===== config.mk =====
export PLATFORM = sky130hd
export DESIGN_NAME = stx_etx_packet_deframer
export DESIGN_NICKNAME = d
export VERILOG_FILES = /design/src/sv/sedf_pkg.sv /design/src/sv/stx_etx_packet_deframer.sv
export SDC_FILE = /design/constraint.sdc
export NUM_CORES = 1
export LEC_CHECK = 0
export BUFFER_PORTS_ARGS = -buffer_cell sky130_fd_sc_hd__buf_2
export CORE_ASPECT_RATIO = 1.2
export CORE_UTILIZATION = 60
export CTS_CLUSTER_SIZE = 10
export DETAILED_ROUTE_END_ITERATION = 7
export PLACE_DENSITY = 0.89
export SLEW_MARGIN = 20
export SYNTH_ARGS = -nofsm -noshare
export SYNTH_HDL_FRONTEND = slang
export SYNTH_SLANG_ARGS = --single-unit

===== constraint.sdc =====
create_clock -name clock -period 6.75 [get_ports clock]
set_input_delay 1.35 -clock clock [delete_from_list [all_inputs] [get_ports clock]]
set_output_delay 1.35 -clock clock [all_outputs]
set_load 0.005 [all_outputs]

===== src/sv/sedf_pkg.sv =====
// Shared constants, phase and verdict codes and the result record type
// for the STX/ETX packet deframer. No dependencies.
package sedf_pkg;

   localparam int unsigned MAX_PAYLOAD = 1024;

   localparam logic [7:0]  STX_BYTE      = 8'h02;
   localparam logic [7:0]  ETX_BYTE      = 8'h03;
   localparam logic [15:0] TIMEOUT_RESET = 16'd500;
   localparam logic [10:0] MAXLEN_RESET  = 11'd1024;
   localparam logic [16:0] IDLE_MAX      = 17'h1FFFF;
   localparam logic [10:0] LEN_SAT       = 11'h7FF;
   localparam logic [10:0] PAYLOAD_CAP   = 11'(MAX_PAYLOAD);

   // configuration register indexes
   localparam logic CSR_TIMEOUT = 1'b0;
   localparam logic CSR_MAXLEN  = 1'b1;

   // input actions
   localparam logic ACT_BYTE = 1'b0;
   localparam logic ACT_TICK = 1'b1;

   // parser phases
   localparam logic [2:0] PH_STX   = 3'd0;
   localparam logic [2:0] PH_CMD   = 3'd1;
   localparam logic [2:0] PH_OPT   = 3'd2;
   localparam logic [2:0] PH_LEN_L = 3'd3;
   localparam logic [2:0] PH_LEN_H = 3'd4;
   localparam logic [2:0] PH_DATA  = 3'd5;
   localparam logic [2:0] PH_SUM   = 3'd6;
   localparam logic [2:0] PH_ETX   = 3'd7;

   // result kinds
   localparam logic [1:0] K_DATA   = 2'd0;
   localparam logic [1:0] K_ACCEPT = 2'd1;
   localparam logic [1:0] K_REJECT = 2'd2;
   localparam logic [1:0] K_ABORT  = 2'd3;

   typedef struct packed {
      logic [1:0]  kind;
      logic [7:0]  data_byte;
      logic [9:0]  data_index;
      logic [7:0]  command;
      logic [7:0]  option;
      logic [10:0] length;
   } rsp_type;

endpackage


===== src/sv/stx_etx_packet_deframer.sv =====
// STX/ETX packet deframer top level: parser state, idle timer and a
// two-entry result buffer. Depends on sedf_pkg.
//
// Usage:
//   The req channel carries one beat per received serial byte
//   (req_action = 0) or per one-millisecond tick (req_action = 1).
//   The rsp channel carries at most one result beat per req beat: a
//   payload byte with its index, or an accepted / rejected / aborted
//   verdict with the command, option and length of the packet.
//   The csr port writes timeout_ms (index 0) and max_length (index 1); the
//   user must write it only while the block is idle, which is not enforced.
// Throughput:
//   Each accepted req beat updates the parser state registers; its result is
//   registered into the main entry that drives rsp, or into the skid entry
//   while main waits. One req beat is taken every cycle while skid is empty.
// Reset:
//   Synchronous reset returns the parser to waiting for STX, clears the
//   idle timer and held fields and restores timeout 500 and max_length 1024.
// Stall:
//   A result waiting on rsp does not block req: a second result lands in a
//   skid entry, and req_ready drops only while that skid entry is full.
module stx_etx_packet_deframer (
   input  logic        clock,
   input  logic        reset,
   input  logic        req_valid,
   output logic        req_ready,
   input  logic        req_action,
   input  logic [7:0]  req_rx_byte,
   output logic        rsp_valid,
   input  logic        rsp_ready,
   output logic [1:0]  rsp_kind,
   output logic [7:0]  rsp_data_byte,
   output logic [9:0]  rsp_data_index,
   output logic [7:0]  rsp_command,
   output logic [7:0]  rsp_option,
   output logic [10:0] rsp_length,
   input  logic        csr_wr_en,
   input  logic        csr_index,
   input  logic [15:0] csr_wr_data
);
   import sedf_pkg::*;

   // configuration
   logic [15:0] timeout_ff, timeout_in;
   logic [10:0] maxlen_ff, maxlen_in;

   // parser state
   logic [2:0]  phase_ff, phase_in;
   logic [7:0]  xor_ff, xor_in;
   logic [7:0]  cmd_ff, cmd_in;
   logic [7:0]  opt_ff, opt_in;
   logic [10:0] len_ff, len_in;    // saturated at 2047
   logic [10:0] count_ff, count_in;
   logic [7:0]  sum_ff, sum_in;
   logic [16:0] idle_ff, idle_in;

   // result buffer
   logic    main_valid_ff, main_valid_in;
   logic    skid_valid_ff, skid_valid_in;
   rsp_type main_ff, main_in;
   rsp_type skid_ff, skid_in;

   logic        accept, take, timed_out, emit, res_valid;
   logic [2:0]  cur_phase;
   logic [10:0] limit, new_len, count_inc;
   rsp_type     res;

   assign accept = req_valid && req_ready;
   assign take   = main_valid_ff && rsp_ready;

   assign req_ready = !skid_valid_ff;

   assign limit     = (maxlen_ff < PAYLOAD_CAP) ? maxlen_ff : PAYLOAD_CAP;
   assign timed_out = idle_ff > {1'b0, timeout_ff};
   // high length byte of 8 or more puts the length past 2047: saturate
   assign new_len   = (req_rx_byte[7:3] != 5'd0) ? LEN_SAT : {req_rx_byte[2:0], len_ff[7:0]};
   assign count_inc = count_ff + 11'd1;

   // config writes
   always_comb begin
      timeout_in = timeout_ff;
      maxlen_in  = maxlen_ff;
      if (csr_wr_en) begin
         unique case (csr_index)
            CSR_TIMEOUT: timeout_in = csr_wr_data;
            CSR_MAXLEN:  maxlen_in  = csr_wr_data[10:0];
            default:     timeout_in = timeout_ff;
         endcase
      end
   end

   // parser update for one beat
   always_comb begin
      phase_in = phase_ff;
      xor_in   = xor_ff;
      cmd_in   = cmd_ff;
      opt_in   = opt_ff;
      len_in   = len_ff;
      count_in = count_ff;
      sum_in   = sum_ff;
      idle_in  = idle_ff;
      emit     = 1'b0;
      res      = '{kind: K_ABORT, data_byte: 8'd0, data_index: 10'd0,
                   command: cmd_ff, option: opt_ff, length: len_ff};
      cur_phase = timed_out ? PH_STX : phase_ff;

      if (accept) begin
         if (req_action == ACT_TICK) begin
            if (idle_ff < IDLE_MAX) idle_in = idle_ff + 17'd1;
         end else begin
            idle_in = 17'd0;
            // a late byte drops any partial packet before it is parsed
            if (timed_out && phase_ff != PH_STX) emit = 1'b1;
            phase_in = cur_phase;
            unique case (cur_phase)
               PH_STX: begin
                  if (req_rx_byte == STX_BYTE) begin
                     phase_in = PH_CMD;
                     xor_in   = 8'd0;
                     len_in   = 11'd0;
                     count_in = 11'd0;
                  end
               end
               PH_CMD: begin
                  cmd_in   = req_rx_byte;
                  xor_in   = xor_ff ^ req_rx_byte;
                  phase_in = PH_OPT;
               end
               PH_OPT: begin
                  opt_in   = req_rx_byte;
                  xor_in   = xor_ff ^ req_rx_byte;
                  phase_in = PH_LEN_L;
               end
               PH_LEN_L: begin
                  len_in   = {3'd0, req_rx_byte};
                  xor_in   = xor_ff ^ req_rx_byte;
                  phase_in = PH_LEN_H;
               end
               PH_LEN_H: begin
                  len_in = new_len;
                  xor_in = xor_ff ^ req_rx_byte;
                  if (new_len > limit) begin
                     phase_in   = PH_STX;
                     emit       = 1'b1;
                     res.length = new_len;
                  end else if (new_len != 11'd0) begin
                     count_in = 11'd0;
                     phase_in = PH_DATA;
                  end else begin
                     phase_in = PH_SUM;
                  end
               end
               PH_DATA: begin
                  xor_in         = xor_ff ^ req_rx_byte;
                  emit           = 1'b1;
                  res.kind       = K_DATA;
                  res.data_byte  = req_rx_byte;
                  res.data_index = count_ff[9:0];
                  count_in       = count_inc;
                  if (count_inc >= len_ff) phase_in = PH_SUM;
               end
               PH_SUM: begin
                  sum_in   = req_rx_byte;
                  phase_in = PH_ETX;
               end
               PH_ETX: begin
                  emit     = 1'b1;
                  res.kind = (req_rx_byte == ETX_BYTE && sum_ff == xor_ff) ? K_ACCEPT
                                                                           : K_REJECT;
                  phase_in = PH_STX;
               end
               default: phase_in = PH_STX;
            endcase
         end
      end
   end

   assign res_valid = accept && emit;

   // result buffer: main entry drives rsp, skid catches a result during a stall
   always_comb begin
      main_valid_in = main_valid_ff;
      skid_valid_in = skid_valid_ff;
      main_in       = main_ff;
      skid_in       = skid_ff;
      if (take || !main_valid_ff) begin
         if (skid_valid_ff) begin
            main_in       = skid_ff;
            main_valid_in = 1'b1;
            skid_valid_in = 1'b0;
         end else begin
            main_in       = res;
            main_valid_in = res_valid;
         end
      end else if (res_valid) begin
         skid_in       = res;
         skid_valid_in = 1'b1;
      end
   end

   always_ff @(posedge clock) begin
      if (reset) begin
         timeout_ff    <= TIMEOUT_RESET;
         maxlen_ff     <= MAXLEN_RESET;
         phase_ff      <= PH_STX;
         xor_ff        <= 8'd0;
         cmd_ff        <= 8'd0;
         opt_ff        <= 8'd0;
         len_ff        <= 11'd0;
         count_ff      <= 11'd0;
         sum_ff        <= 8'd0;
         idle_ff       <= 17'd0;
         main_valid_ff <= 1'b0;
         skid_valid_ff <= 1'b0;
      end else begin
         timeout_ff    <= timeout_in;
         maxlen_ff     <= maxlen_in;
         phase_ff      <= phase_in;
         xor_ff        <= xor_in;
         cmd_ff        <= cmd_in;
         opt_ff        <= opt_in;
         len_ff        <= len_in;
         count_ff      <= count_in;
         sum_ff        <= sum_in;
         idle_ff       <= idle_in;
         main_valid_ff <= main_valid_in;
         skid_valid_ff <= skid_valid_in;
      end
   end

   // payload of the buffer needs no reset
   always_ff @(posedge clock) begin
      main_ff <= main_in;
      skid_ff <= skid_in;
   end

   assign rsp_valid      = main_valid_ff;
   assign rsp_kind       = main_ff.kind;
   assign rsp_data_byte  = main_ff.data_byte;
   assign rsp_data_index = main_ff.data_index;
   assign rsp_command    = main_ff.command;
   assign rsp_option     = main_ff.option;
   assign rsp_length     = main_ff.length;

`ifndef SYNTHESIS
   // skid entry only fills behind a waiting main entry
   a_skid_behind_main: assert property (@(posedge clock) disable iff (reset)
      skid_valid_ff |-> main_valid_ff)
      else $error("skid entry valid without main entry");

   // any accepted byte restarts the idle timer
   a_idle_restart: assert property (@(posedge clock) disable iff (reset)
      (accept && req_action == ACT_BYTE) |=> idle_ff == 17'd0)
      else $error("idle timer not cleared by a byte");

   // a payload byte always lies inside the packet length
   a_index_in_len: assert property (@(posedge clock) disable iff (reset)
      (rsp_valid && rsp_kind == K_DATA) |-> {1'b0, rsp_data_index} < rsp_length)
      else $error("data index outside packet length");
`endif

endmodule


# Word-level counts from Yosys, hierarchy flattened
# Index checks and enable logic that the tools add are counted.
classes:
  addsub: 2
  magnitude_cmp: 5
  eq_ne: 14
  n_mux: 33
  bitwise: 4
  n_reduce_logical: 29
op_table:
  columns: ["op", "n"]
  rows:
  - ["2-to-1 mux 11 bit", 9]
  - ["case mux 11 bit (3 select lines)", 2]
  - ["2-to-1 mux 47 bit", 1]
  - ["2-to-1 mux 20 bit", 2]
  - ["2-to-1 mux 17 bit", 2]
  - ["case mux 3 bit (8 select lines)", 1]
  - ["2-to-1 mux 18 bit", 1]
  - ["adder 17 x 1 -> 17 bit (second input constant)", 1]
  - ["greater-than comparator 17 x 16 -> 1 bit", 1]
  - ["< comparator 17 bit (second input constant)", 1]
  - ["== test 8 x 2 -> 1 bit (second input constant)", 2]
  - ["case mux 8 bit (2 select lines)", 1]
  - ["== test 3 bit (second input constant)", 4]
  - ["2-to-1 mux 3 bit", 4]
  - ["adder 11 x 1 -> 11 bit (second input constant)", 1]
  - ["greater-or-equal comparator 11 bit", 1]
  - ["greater-than comparator 11 bit", 1]
  - ["< comparator 11 bit (second input constant)", 1]
  - ["nonzero test 11 bit", 1]
  - ["AND reduction 2 bit", 5]
  - ["AND reduction 3 bit", 3]
  - ["nonzero test 3 bit", 3]
  - ["== test 8 bit", 1]
  - ["2-to-1 mux 8 bit", 1]
  - ["20 further kinds", 37]
totals:
  regBits: 197
  in_bits: 31
  out_inout_bits: 49
  wordCells: 111

# Depth between registers and ports, before layout
# Gate-level depths: netlist of run 1.
logic_depth:
  depth_word: 9
  depth_mapped: 13
  mapped_depth_nobuf: 13

# Worst setup path before layout of run 1
# Ideal clock, no wire load.
synth_path:
  path_type: "in2reg"
  startpoint: "input port req_rx_byte[7]"
  endpoint: "register skid_ff[0] (netlist name) (enable)"
  setup_ns: 0.452
  arrival_time_ns: 5.806
  required_time_ns: 6.298
  setup_slack_ns: 0.493
  path_stages: 12
  n_path_buf: 2
  path_cell_list: "or4_1 -> buf_2 -> or3_1 -> clkbuf_1 -> ha_1 -> and4_1 -> nand2_1 -> a211oi_1 -> o32ai_2 -> o21ai_0 -> nand3_1 -> nor2_1"
synth_between:
  elab_chain_cells: 9
synth_lines:
  columns: ["element", "line_no", "rtl"]
  rows:
  - ["start: declaration", "stx_etx_packet_deframer.sv:28", "input logic [7:0] req_rx_byte,"]
  - ["nonzero test 5 bit", "stx_etx_packet_deframer.sv:76", "assign new_len = (req_rx_byte[7:3] != 5'd0) ? LEN_SAT : {req_rx_byte[2:0], len_ff[7:0]};"]
  - ["2-to-1 mux 11 bit", "stx_etx_packet_deframer.sv:76", null]
  - ["greater-than comparator 11 bit", "stx_etx_packet_deframer.sv:142", "if (new_len > limit) begin"]
  - ["2-to-1 mux 1 bit", "stx_etx_packet_deframer.sv:142", null]
  - ["case mux 1 bit (2 select lines)", "stx_etx_packet_deframer.sv:115", "unique case (cur_phase)"]
  - ["2-to-1 mux 1 bit", "stx_etx_packet_deframer.sv:108", "if (req_action == ACT_TICK) begin"]
  - ["2-to-1 mux 1 bit", "stx_etx_packet_deframer.sv:107", "if (accept) begin"]
  - ["logical AND 1 bit", "stx_etx_packet_deframer.sv:178", "assign res_valid = accept && emit;"]
  - ["AND reduction 2 bit (no line)", null, null]
  - ["end signal: assignment", "stx_etx_packet_deframer.sv:234", "skid_ff <= skid_in;"]
  - ["end: declaration", "stx_etx_packet_deframer.sv:61", "rsp_type skid_ff, skid_in;"]
# No other way between the ends.
# A chain may end at the register's enable or synchronous reset.

# Worst setup path in the final report of run 1
layout_path:
  startpoint: "input port req_rx_byte[7]"
  endpoint: "register skid_ff[26] (netlist name) (enable)"
# Same word-level chain as after synthesis.

==> results of run 1 <==
## path summary, 6_finish.rpt
check                   endpoint  cells past startpoint
hold / removal    timeout_ff[10]                      2
setup / recovery     skid_ff[26]                     12
hold reg to reg   timeout_ff[10]                      2
setup reg to reg     skid_ff[26]                     10
## cells by family after synthesis
kind of cell	after synthesis	share of synthesized area, %
and+or+nand+nor	311	16.41
DFF	197	54.40
AOI/OAI and AO/OA	169	12.43
buffers and inverters	73	3.079
muxes	47	5.657
adders and majority gates	38	5.295
xor gates and xnor gates	28	2.731
## area by class of cell
class	count	area [µm²]	area share, %
flip-flops and latches	197	4885	48.09
multi-input cells	593	3829	37.69
repair buffers	89	470.5	4.632
clock buffers	18	429.2	4.225
well taps	200	250.2	2.464
clock inverters	14	151.4	1.491
inverters	38	142.6	1.404
## Yosys cell counts (all sizes together), types with 3 or more instances
| cell type | count |
|---|---|
| xnor2 | 17 |
| a22o | 9 |
| nand3 | 17 |
| nor2 | 65 |
| or3 | 12 |
| or2 | 12 |
| nor3 | 10 |
| nand4 | 8 |
| nor4 | 10 |
| and3 | 6 |
| buf | 6 |
| and2 | 18 |
| inv | 36 |
| xor2 | 11 |
| a221oi | 8 |
| o21a | 6 |
| edfxtp | 94 |
| o32ai | 3 |
| ha | 38 |
| mux2 | 30 |
| o31ai | 3 |
| nand3b | 3 |
| and4 | 4 |
| o21ai | 35 |
| nor2b | 5 |
| clkbuf | 29 |
| a21o | 20 |
| o211ai | 9 |
| nand2 | 129 |
| a211oi | 8 |
| mux2i | 17 |
| nand2b | 7 |
| dfxtp | 103 |
| a21oi | 51 |
## layer usage
metal  vias up  wire length [µm]  track usage (%)
met1      3145              8360            33.56
met5         -                 0                0
li1       3235                 -                -
met4         0               497            10.67
met3        36               962            5.127
met2       242              9751            45.97
## worst max-delay path: stages
cell and delay [ps]:
sky130_fd_sc_hd__buf_2 150, sky130_fd_sc_hd__or4_1 680, sky130_fd_sc_hd__or3_1 480, sky130_fd_sc_hd__ha_1 360, sky130_fd_sc_hd__and4_1 220, sky130_fd_sc_hd__nand2_1 110, sky130_fd_sc_hd__a211oi_1 350, sky130_fd_sc_hd__o32ai_2 200
sky130_fd_sc_hd__o21ai_0 290, sky130_fd_sc_hd__nand3_1 170, sky130_fd_sc_hd__nor2_4 740, sky130_fd_sc_hd__buf_4 320
## sequential cells by signal (all words and copies together) (netlist names), 10 cells and up
signal and count:
count_ff 11, idle_ff 17, len_ff 11, maxlen_ff 11, rsp_data_index 10, rsp_length 11
skid_ff 47, timeout_ff 16
## where the power goes
| part | internal, W | switching, W |
|---|---|---|
| combinational | 0.0000261 | 0.0000532 |
| clock | 0.000497 | 0.000493 |
| sequential | 0.00125 | 0.00000509 |
## stage by stage
stage / setup slack [ps] / power [W]
after floorplan: 492.7 / 0.001328
after global placement: 1229 / 0.001356
after detailed placement: 1093 / 0.001358
after CTS: 1529 / 0.002329
after global routing: 1275 / 0.002388
final: 1487 / 0.002322
==> metrics.txt, run 1 <==
# TYPE chip_impl_metric gauge
chip_impl_metric{name="number_of_global_route_vias_before_repair",unit=""} 6308
chip_impl_metric{name="worst_ir_drop_vdd",unit="V"} 0.0001644
chip_impl_info{name="final_common_cell",value="sky130_fd_sc_hd__nand2_1"} 1
chip_impl_info{name="grt_setup_unrepaired",value="no"} 1
chip_impl_metric{name="nNetsFinal",unit=""} 1005
chip_impl_metric{name="layout-drive-gt1-share",unit="%"} 18.12
chip_impl_metric{name="antenna-diode-count",unit=""} 0
chip_impl_metric{name="cts.clk_slew.worst_paths",unit="ps"} 70
chip_impl_info{name="cell_types_occupying_the_most_area_after_synthesis",value="sky130_fd_sc_hd__edfxtp_1 31%, sky130_fd_sc_hd__dfxtp_1 23%, sky130_fd_sc_hd__nand2_1 5.4%"} 1
chip_impl_info{name="status",value="finished clean"} 1
chip_impl_metric{name="grt.overflow.total",unit=""} 0
chip_impl_info{name="rr_startpoint",value="maxlen_ff[10]"} 1
chip_impl_info{name="clk_root_buffer_cell",value="sky130_fd_sc_hd__clkbuf_16"} 1
chip_impl_metric{name="vias_per_cell",unit=""} 5.795
chip_impl_metric{name="synth_largest_type_area_fraction",unit="%"} 31.43
chip_impl_metric{name="synthDistinctLibCells",unit=""} 59
chip_impl_metric{name="number_of_drc_violations_after_detailed_routing",unit=""} 0
chip_impl_metric{name="setup_viol",unit=""} 0
chip_impl_metric{name="synth.yosys.seq_area_share",unit="%"} 54.40
chip_impl_metric{name="dp_area",unit="µm²"} 9577
chip_impl_info{name="cts_tree",value="done"} 1
chip_impl_metric{name="clock_tree.buffer_depth",unit=""} 2
chip_impl_metric{name="count_of_nets_left_with_antenna_violations_after_detail_routing",unit=""} 0
chip_impl_metric{name="final_report_max_slew_violation_count",unit=""} 0
chip_impl_metric{name="floorplan.io_pins",unit=""} 80
chip_impl_metric{name="clock-skew-final",unit="ps"} 11.06
chip_impl_metric{name="core.rowCount",unit=""} 48
chip_impl_metric{name="final-instance-count-excl-fill",unit=""} 1149
chip_impl_metric{name="grt_max_degree",unit=""} 71
chip_impl_metric{name="postRouteWirelength",unit="µm"} 19570
chip_impl_metric{name="mappedNetlistArea",unit="µm²"} 8980
chip_impl_metric{name="numPortBuffers",unit=""} 79
chip_impl_metric{name="max_clock_freq",unit="GHz"} 0.1900
chip_impl_info{name="setup.worst_path.class",value="in -> reg"} 1
chip_impl_metric{name="worst-slew-pin-transition",unit="ps"} 1055
chip_impl_metric{name="cp.required",unit="ps"} 6900
chip_impl_metric{name="hold_viol",unit=""} 0
chip_impl_metric{name="crit_fanout",unit=""} 32
chip_impl_metric{name="syn_inst",unit=""} 863
chip_impl_metric{name="cellPowerDensity",unit="nW/µm²"} 228.6
chip_impl_metric{name="clock_latency",unit="ps"} 440
chip_impl_info{name="ys_dominant_reg_cell",value="sky130_fd_sc_hd__dfxtp_1"} 1
chip_impl_info{name="mostFrequentLayoutCells",value="129 x sky130_fd_sc_hd__nand2_1, 103 x sky130_fd_sc_hd__dfxtp_1, 94 x sky130_fd_sc_hd__edfxtp_1"} 1
chip_impl_metric{name="area_growth",unit="%"} 13.11
chip_impl_info{name="setup.worst_path.end_class",value="flop"} 1
chip_impl_info{name="worstSetupStartpointType",value="input port"} 1
chip_impl_metric{name="gpl.final_weighted_congestion",unit=""} 0.9010
chip_impl_metric{name="antenna_violations_before_repair",unit=""} 0
chip_impl_metric{name="synth_fp_nets",unit=""} 932
chip_impl_metric{name="core_area",unit="µm²"} 14470
chip_impl_metric{name="max_cap_viol_count",unit=""} 0
chip_impl_metric{name="yosys_warnings",unit=""} 0
chip_impl_info{name="tightest_hold_check_type",value="reg -> reg"} 1
chip_impl_metric{name="dpl.cell_count",unit=""} 1117
chip_impl_metric{name="drtIter0Drc",unit=""} 564
chip_impl_metric{name="cts-hold-fix-buffers",unit=""} 0
chip_impl_metric{name="syn-mean-instance-area",unit="µm²"} 10.41
chip_impl_metric{name="total_leakage_power",unit="nW"} 4.241
chip_impl_metric{name="area_of_the_die",unit="µm²"} 15460
chip_impl_metric{name="worst_hold_slack",unit="ps"} 455.6
chip_impl_metric{name="synthArstFlopShare",unit="%"} 0
chip_impl_metric{name="n_fill_cell",unit=""} 1029
chip_impl_info{name="netlist.top_cell.by_area",value="sky130_fd_sc_hd__edfxtp_1"} 1
chip_impl_metric{name="dpl.hpwl",unit="µm"} 13400
chip_impl_metric{name="cts_repair_resize_count",unit=""} 0
chip_impl_metric{name="wire_per_inst",unit="µm"} 17.03
chip_impl_metric{name="cts_htree_levels",unit=""} 4
chip_impl_metric{name="synth_edf_count",unit=""} 94
chip_impl_metric{name="reg2reg_slack",unit="ps"} 2970
chip_impl_metric{name="postLayoutCoreUtil",unit="%"} 70.18
chip_impl_metric{name="cts-buffers-inserted",unit=""} 17
chip_impl_metric{name="num_vias",unit=""} 6658
chip_impl_metric{name="post_cts.repair.setup_buffers",unit=""} 0
chip_impl_info{name="cp-startpoint",value="req_rx_byte[7]"} 1
chip_impl_metric{name="post-route-min-period",unit="ps"} 5263
chip_impl_info{name="worstHoldStart",value="timeout_ff[10]"} 1
chip_impl_metric{name="synth.ff_latch_count",unit=""} 197
chip_impl_metric{name="die_w",unit="µm"} 113.7
chip_impl_metric{name="grt_util_all_layers",unit="%"} 26.89
chip_impl_metric{name="grt_first_pass_wirelength",unit="µm"} 31770
chip_impl_metric{name="numClockSinks",unit=""} 197
chip_impl_metric{name="drt-pass1-iter-count",unit=""} 5
chip_impl_metric{name="die_h",unit="µm"} 136.0
chip_impl_metric{name="timing.critical_path.arrival",unit="ps"} 5410
chip_impl_metric{name="initial_cell_density_of_the_core",unit="%"} 62.04
chip_impl_metric{name="design_area",unit="µm²"} 10160
chip_impl_metric{name="post-route-period-util",unit="%"} 77.98
chip_impl_metric{name="setup_tns",unit="ps"} 0
chip_impl_metric{name="slew_headroom",unit="%"} 29.16
Power figures use the tool's default switching activity.
==> run 2, diff against run 1 <==
- clock period: 6.75 -> 5.52 ns (I/O delays scaled with it)
==> metrics.txt, run 2 (synthesis gave the netlist of run 1 again) <==
# TYPE chip_impl_metric gauge
chip_impl_metric{name="power.share.switching",unit="%"} 23.97
chip_impl_metric{name="p_int",unit="W"} 0.002172
chip_impl_metric{name="cp.required",unit="ps"} 5850
chip_impl_metric{name="total_leakage_power",unit="nW"} 4.256
chip_impl_metric{name="layout-drive-gt1-share",unit="%"} 18.65
chip_impl_metric{name="post-route-period-util",unit="%"} 76.66
chip_impl_info{name="slowest_stage",value="sky130_fd_sc_hd__or4_4"} 1
chip_impl_metric{name="setup_tns",unit="ps"} 0
chip_impl_metric{name="timing.final.ws_setup",unit="ps"} 1288
chip_impl_info{name="final_common_cell",value="sky130_fd_sc_hd__nand2_1"} 1
chip_impl_metric{name="antenna-diode-count",unit=""} 0
chip_impl_metric{name="slew_headroom",unit="%"} 30.57
chip_impl_metric{name="antenna_violations_before_repair",unit=""} 0
chip_impl_metric{name="power.share.sequential",unit="%"} 53.6
chip_impl_metric{name="finalPower",unit="W"} 0.002857
chip_impl_metric{name="max_clock_freq",unit="GHz"} 0.2363
chip_impl_metric{name="die_h",unit="µm"} 136.0
chip_impl_info{name="grt_setup_unrepaired",value="no"} 1
chip_impl_metric{name="grt_max_degree",unit=""} 56
chip_impl_metric{name="clock_latency",unit="ps"} 440
chip_impl_info{name="cp_cell_sequence",value="buf_2 -> or4_4 -> or3_1 -> ha_1 -> and4_1 -> o21ai_0 -> a21oi_1 -> a2111o_1 -> o311a_1 -> a211oi_4 -> nor2_2 -> a22o_1"} 1
chip_impl_metric{name="area_growth",unit="%"} 13.89
chip_impl_metric{name="timing.critical_path.buf_inv",unit=""} 1
chip_impl_metric{name="drtIter0Drc",unit=""} 590
chip_impl_metric{name="count_of_nets_left_with_antenna_violations_after_detail_routing",unit=""} 0
chip_impl_metric{name="setup_viol",unit=""} 0
chip_impl_metric{name="cts.clk_slew.worst_paths",unit="ps"} 70
chip_impl_info{name="cts_tree",value="done"} 1
chip_impl_info{name="tightest_hold_check_type",value="reg -> reg"} 1
chip_impl_metric{name="post-route-min-period",unit="ps"} 4232
chip_impl_info{name="biggestRegsByFlops",value="skid_ff (47), idle_ff (17), timeout_ff (16)"} 1
chip_impl_metric{name="hold_viol",unit=""} 0
chip_impl_metric{name="timing.critical_path.arrival",unit="ps"} 4560
chip_impl_metric{name="cts_htree_levels",unit=""} 4
chip_impl_metric{name="numPortBuffers",unit=""} 79
chip_impl_metric{name="cts_repair_resize_count",unit=""} 0
chip_impl_info{name="clk_root_buffer_cell",value="sky130_fd_sc_hd__clkbuf_16"} 1
chip_impl_metric{name="nNetsFinal",unit=""} 1005
chip_impl_metric{name="largest_register_ff_count",unit=""} 47
chip_impl_metric{name="worst-slew-pin-transition",unit="ps"} 1034
chip_impl_metric{name="n_fill_cell",unit=""} 1036
chip_impl_metric{name="wire_per_inst",unit="µm"} 16.86
chip_impl_metric{name="num_vias",unit=""} 6718
chip_impl_metric{name="vias_per_cell",unit=""} 5.847
chip_impl_metric{name="floorplan.io_pins",unit=""} 80
chip_impl_metric{name="gpl.final_weighted_congestion",unit=""} 0.8871
chip_impl_metric{name="core_area",unit="µm²"} 14470
chip_impl_info{name="setup.worst_path.end_class",value="flop"} 1
chip_impl_metric{name="drt-pass1-iter-count",unit=""} 5
chip_impl_metric{name="clock_power_share",unit="%"} 42.9
chip_impl_metric{name="initial_cell_density_of_the_core",unit="%"} 62.04
chip_impl_metric{name="postRouteWirelength",unit="µm"} 19370
chip_impl_metric{name="numClockSinks",unit=""} 197
chip_impl_metric{name="die_w",unit="µm"} 113.7
chip_impl_metric{name="clock_tree.buffer_depth",unit=""} 2
chip_impl_info{name="critical_path.top_delay_family",value="compound AO/OA/AOI/OAI gates"} 1
chip_impl_info{name="worstSetupStartpointType",value="input port"} 1
chip_impl_metric{name="power_switching",unit="W"} 0.0006849
chip_impl_metric{name="final_report_max_slew_violation_count",unit=""} 0
chip_impl_info{name="regMostFlops",value="skid_ff"} 1
chip_impl_metric{name="grt_first_pass_wirelength",unit="µm"} 31840
chip_impl_metric{name="max_cap_viol_count",unit=""} 0
chip_impl_metric{name="number_of_drc_violations_after_detailed_routing",unit=""} 0
chip_impl_metric{name="critical_path.max_stage_delay",unit="ps"} 590
chip_impl_metric{name="cellPowerDensity",unit="nW/µm²"} 279.4
chip_impl_metric{name="crit_fanout",unit=""} 8
chip_impl_metric{name="combinational_power_share",unit="%"} 3.5
chip_impl_metric{name="clock-skew-final",unit="ps"} 11.07
chip_impl_metric{name="core.rowCount",unit=""} 48
chip_impl_metric{name="worst_ir_drop_vdd",unit="V"} 0.0001513
chip_impl_metric{name="grt.overflow.total",unit=""} 0
chip_impl_info{name="setup.worst_path.class",value="in -> reg"} 1
chip_impl_metric{name="number_of_global_route_vias_before_repair",unit=""} 6442
chip_impl_metric{name="post_cts.repair.setup_buffers",unit=""} 0
chip_impl_info{name="status",value="finished clean"} 1
chip_impl_metric{name="grt_util_all_layers",unit="%"} 26.86
chip_impl_metric{name="dpl.hpwl",unit="µm"} 13580
chip_impl_metric{name="cts-hold-fix-buffers",unit=""} 0
chip_impl_metric{name="area_of_the_die",unit="µm²"} 15460
chip_impl_info{name="mostFrequentLayoutCells",value="128 x sky130_fd_sc_hd__nand2_1, 103 x sky130_fd_sc_hd__dfxtp_1, 94 x sky130_fd_sc_hd__edfxtp_1"} 1
chip_impl_metric{name="pre_cts_ws",unit="ps"} 846.1
chip_impl_metric{name="cts-buffers-inserted",unit=""} 17
run 2: cell types whose count changed in the layout (fill, tap and decap cells not counted), sizes merged:
cell / delta
clkinv: -1
inv: +1
clkbuf: -1
clkinvlp: +1
run 2: stage by stage:
| stage | cell area, µm² | instances | utilization (%) | hold slack [ps] |
|---|---|---|---|---|
| after floorplan | 9039 | 863 | - | 425.6 |
| after global placement | 9632 | 1117 | 66.55 | 439.2 |
| after detailed placement | 9632 | 1117 | 66.55 | 442.7 |
| after CTS | 10230 | 1149 | 70.66 | 456.6 |
| after global routing | 10230 | 1149 | 70.66 | 471.8 |
| final | 10230 | 1149 | 70.66 | 455.2 |
run 2: final timing paths:
path | startpoint | end | slack [ps] | cells after the start
min | timeout_ff[13] | timeout_ff[13] | 460 | 2
max reg2reg | idle_ff[7] | len_ff[6] | 2100 | 10
min reg2reg | timeout_ff[13] | timeout_ff[13] | 460 | 2
max | req_rx_byte[7] | count_ff[10] | 1290 | 12
run 2: power groups by stage:
stage	logic [W]	registers [W]	clock network, W
3_3_place_gp	0.0000948	0.00157	0
5_1_grt	0.000110	0.00153	0.00130
4_1_cts	0.0000982	0.00153	0.00124
6_report	0.0000988	0.00153	0.00123
3_5_place_dp	0.0000975	0.00157	0
2_1_floorplan	0.0000629	0.00156	0
run 2: tightest hold or removal path, cell delays in order, from the launching register on:
cell,delay (ps)
sky130_fd_sc_hd__dfxtp_1,310
sky130_fd_sc_hd__nand2_1,50
sky130_fd_sc_hd__a21oi_1,50
run 2: cell type report:
type	instances	area, µm²	share of cell area [%]
multi-input cells	593	3871	37.85
repair buffers	89	483.0	4.722
clock inverters	15	170.2	1.664
inverters	38	142.6	1.395
flip-flops and latches	197	4885	47.76
clock buffers	17	425.4	4.160
well taps	200	250.2	2.447
run 2: routing by layer:
layer / share of wire, % / GRT usage, % / vias up
li1: - / - / 3243
met5: 0 / 0 / -
met4: 2.9 / 11.77 / 0
met3: 5.2 / 4.904 / 33
met1: 43 / 33.83 / 3195
met2: 49 / 45.22 / 247
==> run 3, diff against run 2 <==
- clock period: 5.52 -> 4 ns (I/O delays scaled with it)
==> metrics.txt, run 3 (synthesis gave the netlist of run 1 again) <==
# TYPE chip_impl_metric gauge
chip_impl_metric{name="critical_path.max_stage_delay",unit="ps"} 570
chip_impl_metric{name="crit_fanout",unit=""} 5
chip_impl_metric{name="core_area",unit="µm²"} 14470
chip_impl_metric{name="clock-skew-final",unit="ps"} 12.54
chip_impl_info{name="status",value="finished clean"} 1
chip_impl_metric{name="post-route-min-period",unit="ps"} 3771
chip_impl_metric{name="floorplan.io_pins",unit=""} 80
chip_impl_info{name="worstHoldStart",value="timeout_ff[1]"} 1
chip_impl_info{name="rr_startpoint",value="timeout_ff[15]"} 1
chip_impl_metric{name="area_growth",unit="%"} 16.46
chip_impl_info{name="tightest_hold_check_type",value="reg -> reg"} 1
chip_impl_metric{name="r2r_cells",unit=""} 10
chip_impl_metric{name="combinational_power_share",unit="%"} 3.8
chip_impl_metric{name="drt-pass1-iter-count",unit=""} 5
chip_impl_metric{name="worst_ir_drop_vdd",unit="V"} 0.0002958
chip_impl_metric{name="dpl.cell_count",unit=""} 1142
chip_impl_metric{name="number_of_global_route_vias_before_repair",unit=""} 6796
chip_impl_metric{name="post-route-period-util",unit="%"} 94.28
chip_impl_metric{name="final_report_max_slew_violation_count",unit=""} 0
chip_impl_metric{name="core.rowCount",unit=""} 48
chip_impl_metric{name="timing.critical_path.buf_inv",unit=""} 2
chip_impl_info{name="slowest_stage",value="sky130_fd_sc_hd__or4_4"} 1
chip_impl_metric{name="postRouteWirelength",unit="µm"} 20920
chip_impl_metric{name="dpl.hpwl",unit="µm"} 14570
chip_impl_metric{name="p_int",unit="W"} 0.003072
chip_impl_metric{name="number_of_drc_violations_after_detailed_routing",unit=""} 0
chip_impl_metric{name="max_clock_freq",unit="GHz"} 0.2652
chip_impl_metric{name="final-instance-count-excl-fill",unit=""} 1174
chip_impl_info{name="critical-path-top-cell-by-count",value="sky130_fd_sc_hd__mux2_2"} 1
chip_impl_metric{name="nNetsFinal",unit=""} 1030
chip_impl_metric{name="initial_cell_density_of_the_core",unit="%"} 62.04
chip_impl_info{name="worstHoldEndpoint",value="timeout_ff[1]"} 1
chip_impl_metric{name="die_h",unit="µm"} 136.0
chip_impl_metric{name="wire_per_inst",unit="µm"} 17.82
chip_impl_metric{name="cts_htree_levels",unit=""} 4
chip_impl_metric{name="vias_per_cell",unit=""} 5.907
chip_impl_info{name="critical_path.top_delay_family",value="simple AND/OR/NAND/NOR gates"} 1
chip_impl_metric{name="cts.clk_slew.worst_paths",unit="ps"} 80
chip_impl_info{name="clk_root_buffer_cell",value="sky130_fd_sc_hd__clkbuf_16"} 1
chip_impl_metric{name="cp.required",unit="ps"} 4200
chip_impl_metric{name="antenna-diode-count",unit=""} 0
chip_impl_info{name="mostFrequentLayoutCells",value="128 x sky130_fd_sc_hd__nand2_1, 103 x sky130_fd_sc_hd__dfxtp_1, 94 x sky130_fd_sc_hd__edfxtp_1"} 1
chip_impl_metric{name="antenna_violations_before_repair",unit=""} 0
chip_impl_metric{name="layout-drive-gt1-share",unit="%"} 20.74
chip_impl_metric{name="power.share.switching",unit="%"} 24.09
chip_impl_metric{name="power.share.sequential",unit="%"} 52.2
chip_impl_metric{name="grt_first_pass_wirelength",unit="µm"} 33400
chip_impl_metric{name="cellPowerDensity",unit="nW/µm²"} 386.9
chip_impl_metric{name="setup_viol",unit=""} 0
chip_impl_metric{name="dp_area",unit="µm²"} 9832
chip_impl_metric{name="cts-buffers-inserted",unit=""} 17
chip_impl_metric{name="numClockSinks",unit=""} 197
chip_impl_metric{name="timing.critical_path.arrival",unit="ps"} 3970
chip_impl_metric{name="die_w",unit="µm"} 113.7
chip_impl_metric{name="hold_depth",unit=""} 2
chip_impl_metric{name="gpl.final_weighted_congestion",unit=""} 0.8880
chip_impl_metric{name="max_cap_viol_count",unit=""} 0
chip_impl_metric{name="design_area",unit="µm²"} 10460
chip_impl_info{name="r2r_end",value="len_ff[7]"} 1
chip_impl_metric{name="post_cts.repair.setup_buffers",unit=""} 0
chip_impl_info{name="cp_cell_sequence",value="buf_2 -> or4_4 -> or3_1 -> ha_1 -> and4_1 -> o21ai_0 -> a21oi_1 -> a2111o_1 -> buf_4 -> o32ai_4 -> nor3_2 -> mux2_2 -> mux2_2"} 1
chip_impl_metric{name="area_of_the_die",unit="µm²"} 15460
chip_impl_metric{name="total_leakage_power",unit="nW"} 4.392
chip_impl_metric{name="reg2reg_slack",unit="ps"} 560
chip_impl_info{name="grt_setup_unrepaired",value="no"} 1
chip_impl_info{name="setup.worst_path.class",value="in -> reg"} 1
chip_impl_metric{name="cts_repair_resize_count",unit=""} 0
chip_impl_metric{name="grt_util_all_layers",unit="%"} 28.30
chip_impl_metric{name="power_switching",unit="W"} 0.0009749
chip_impl_metric{name="count_of_nets_left_with_antenna_violations_after_detail_routing",unit=""} 0
chip_impl_metric{name="drtIter0Drc",unit=""} 547
chip_impl_metric{name="grt.overflow.total",unit=""} 0
chip_impl_metric{name="hold_viol",unit=""} 0
chip_impl_metric{name="num_vias",unit=""} 6935
chip_impl_info{name="setup.worst_path.end_class",value="flop"} 1
chip_impl_metric{name="worst_hold_slack",unit="ps"} 457.1
chip_impl_metric{name="postLayoutCoreUtil",unit="%"} 72.25
chip_impl_info{name="final_common_cell",value="sky130_fd_sc_hd__nand2_1"} 1
chip_impl_metric{name="clock_power_share",unit="%"} 44.0
chip_impl_metric{name="slew_headroom",unit="%"} 38.21
chip_impl_metric{name="clock_tree.buffer_depth",unit=""} 2
chip_impl_metric{name="grt_max_degree",unit=""} 49
chip_impl_info{name="biggestRegsByFlops",value="skid_ff (47), idle_ff (17), timeout_ff (16)"} 1
chip_impl_info{name="regMostFlops",value="skid_ff"} 1
chip_impl_info{name="worstSetupStartpointType",value="input port"} 1
chip_impl_metric{name="largest_register_ff_count",unit=""} 47
chip_impl_metric{name="cts-hold-fix-buffers",unit=""} 0
chip_impl_metric{name="clock_latency",unit="ps"} 440
chip_impl_metric{name="numPortBuffers",unit=""} 79
chip_impl_metric{name="worst-slew-pin-transition",unit="ps"} 919.0
chip_impl_info{name="cts_tree",value="done"} 1
## run 3: layer usage
layer,share of wire [%],up-vias,track usage (%)
met2,50,290,50.07
li1,-,3292,-
met4,3.9,0,14.91
met1,40,3286,32.13
met3,5.5,67,5.796
met5,0,-,0
## run 3: final cells by class
class                           count  area, µm²
Sequential cell                   197       4885
Fill cell                        1003       4016
Multi-Input combinational cell    593       3871
Timing Repair Buffer              114      683.2
Clock buffer                       17      425.4
Tap cell                          200      250.2
Clock inverter                     15      200.2
Inverter                           38      142.6
## run 3: power groups by stage
stage	sequential (W)	combinational [W]	clock, W
global route	0.00212	0.000168	0.00186
global placement	0.00216	0.000145	0
CTS	0.00211	0.000151	0.00179
detailed placement	0.00216	0.000149	0
floorplan	0.00216	0.0000868	0
finish	0.00211	0.000154	0.00178
## run 3: worst max-delay path by stage
stage	cells past startpoint	slack, ps	end	start
after global routing	14	20	rsp_length[10]	req_rx_byte[7]
final	13	230	rsp_length[10]	req_rx_byte[7]
after detailed placement	13	-210	rsp_length[10]	req_rx_byte[7]
after global placement	13	-60	rsp_length[0]	req_rx_byte[7]
after CTS	13	270	rsp_length[10]	req_rx_byte[7]
after floorplan	12	-1540	skid_ff[0]	req_rx_byte[7]
## run 3: tightest hold or removal path: cells and delay by family (launching register included)
family,cells,cell delay (ps)
DFF,1,310
and+or+nand+nor,1,50
AOI/OAI and AO/OA,1,50
## run 3: metrics by stage
stage	setup TNS, ps	power [W]	setup WS, ps
CTS	0	0.004050	270.1
floorplan	-72320	0.002245	-1539
finish	0	0.004047	228.6
detailed placement	-5965	0.002310	-206.0
global placement	-706.0	0.002305	-58.46
global route	0	0.004139	16.97
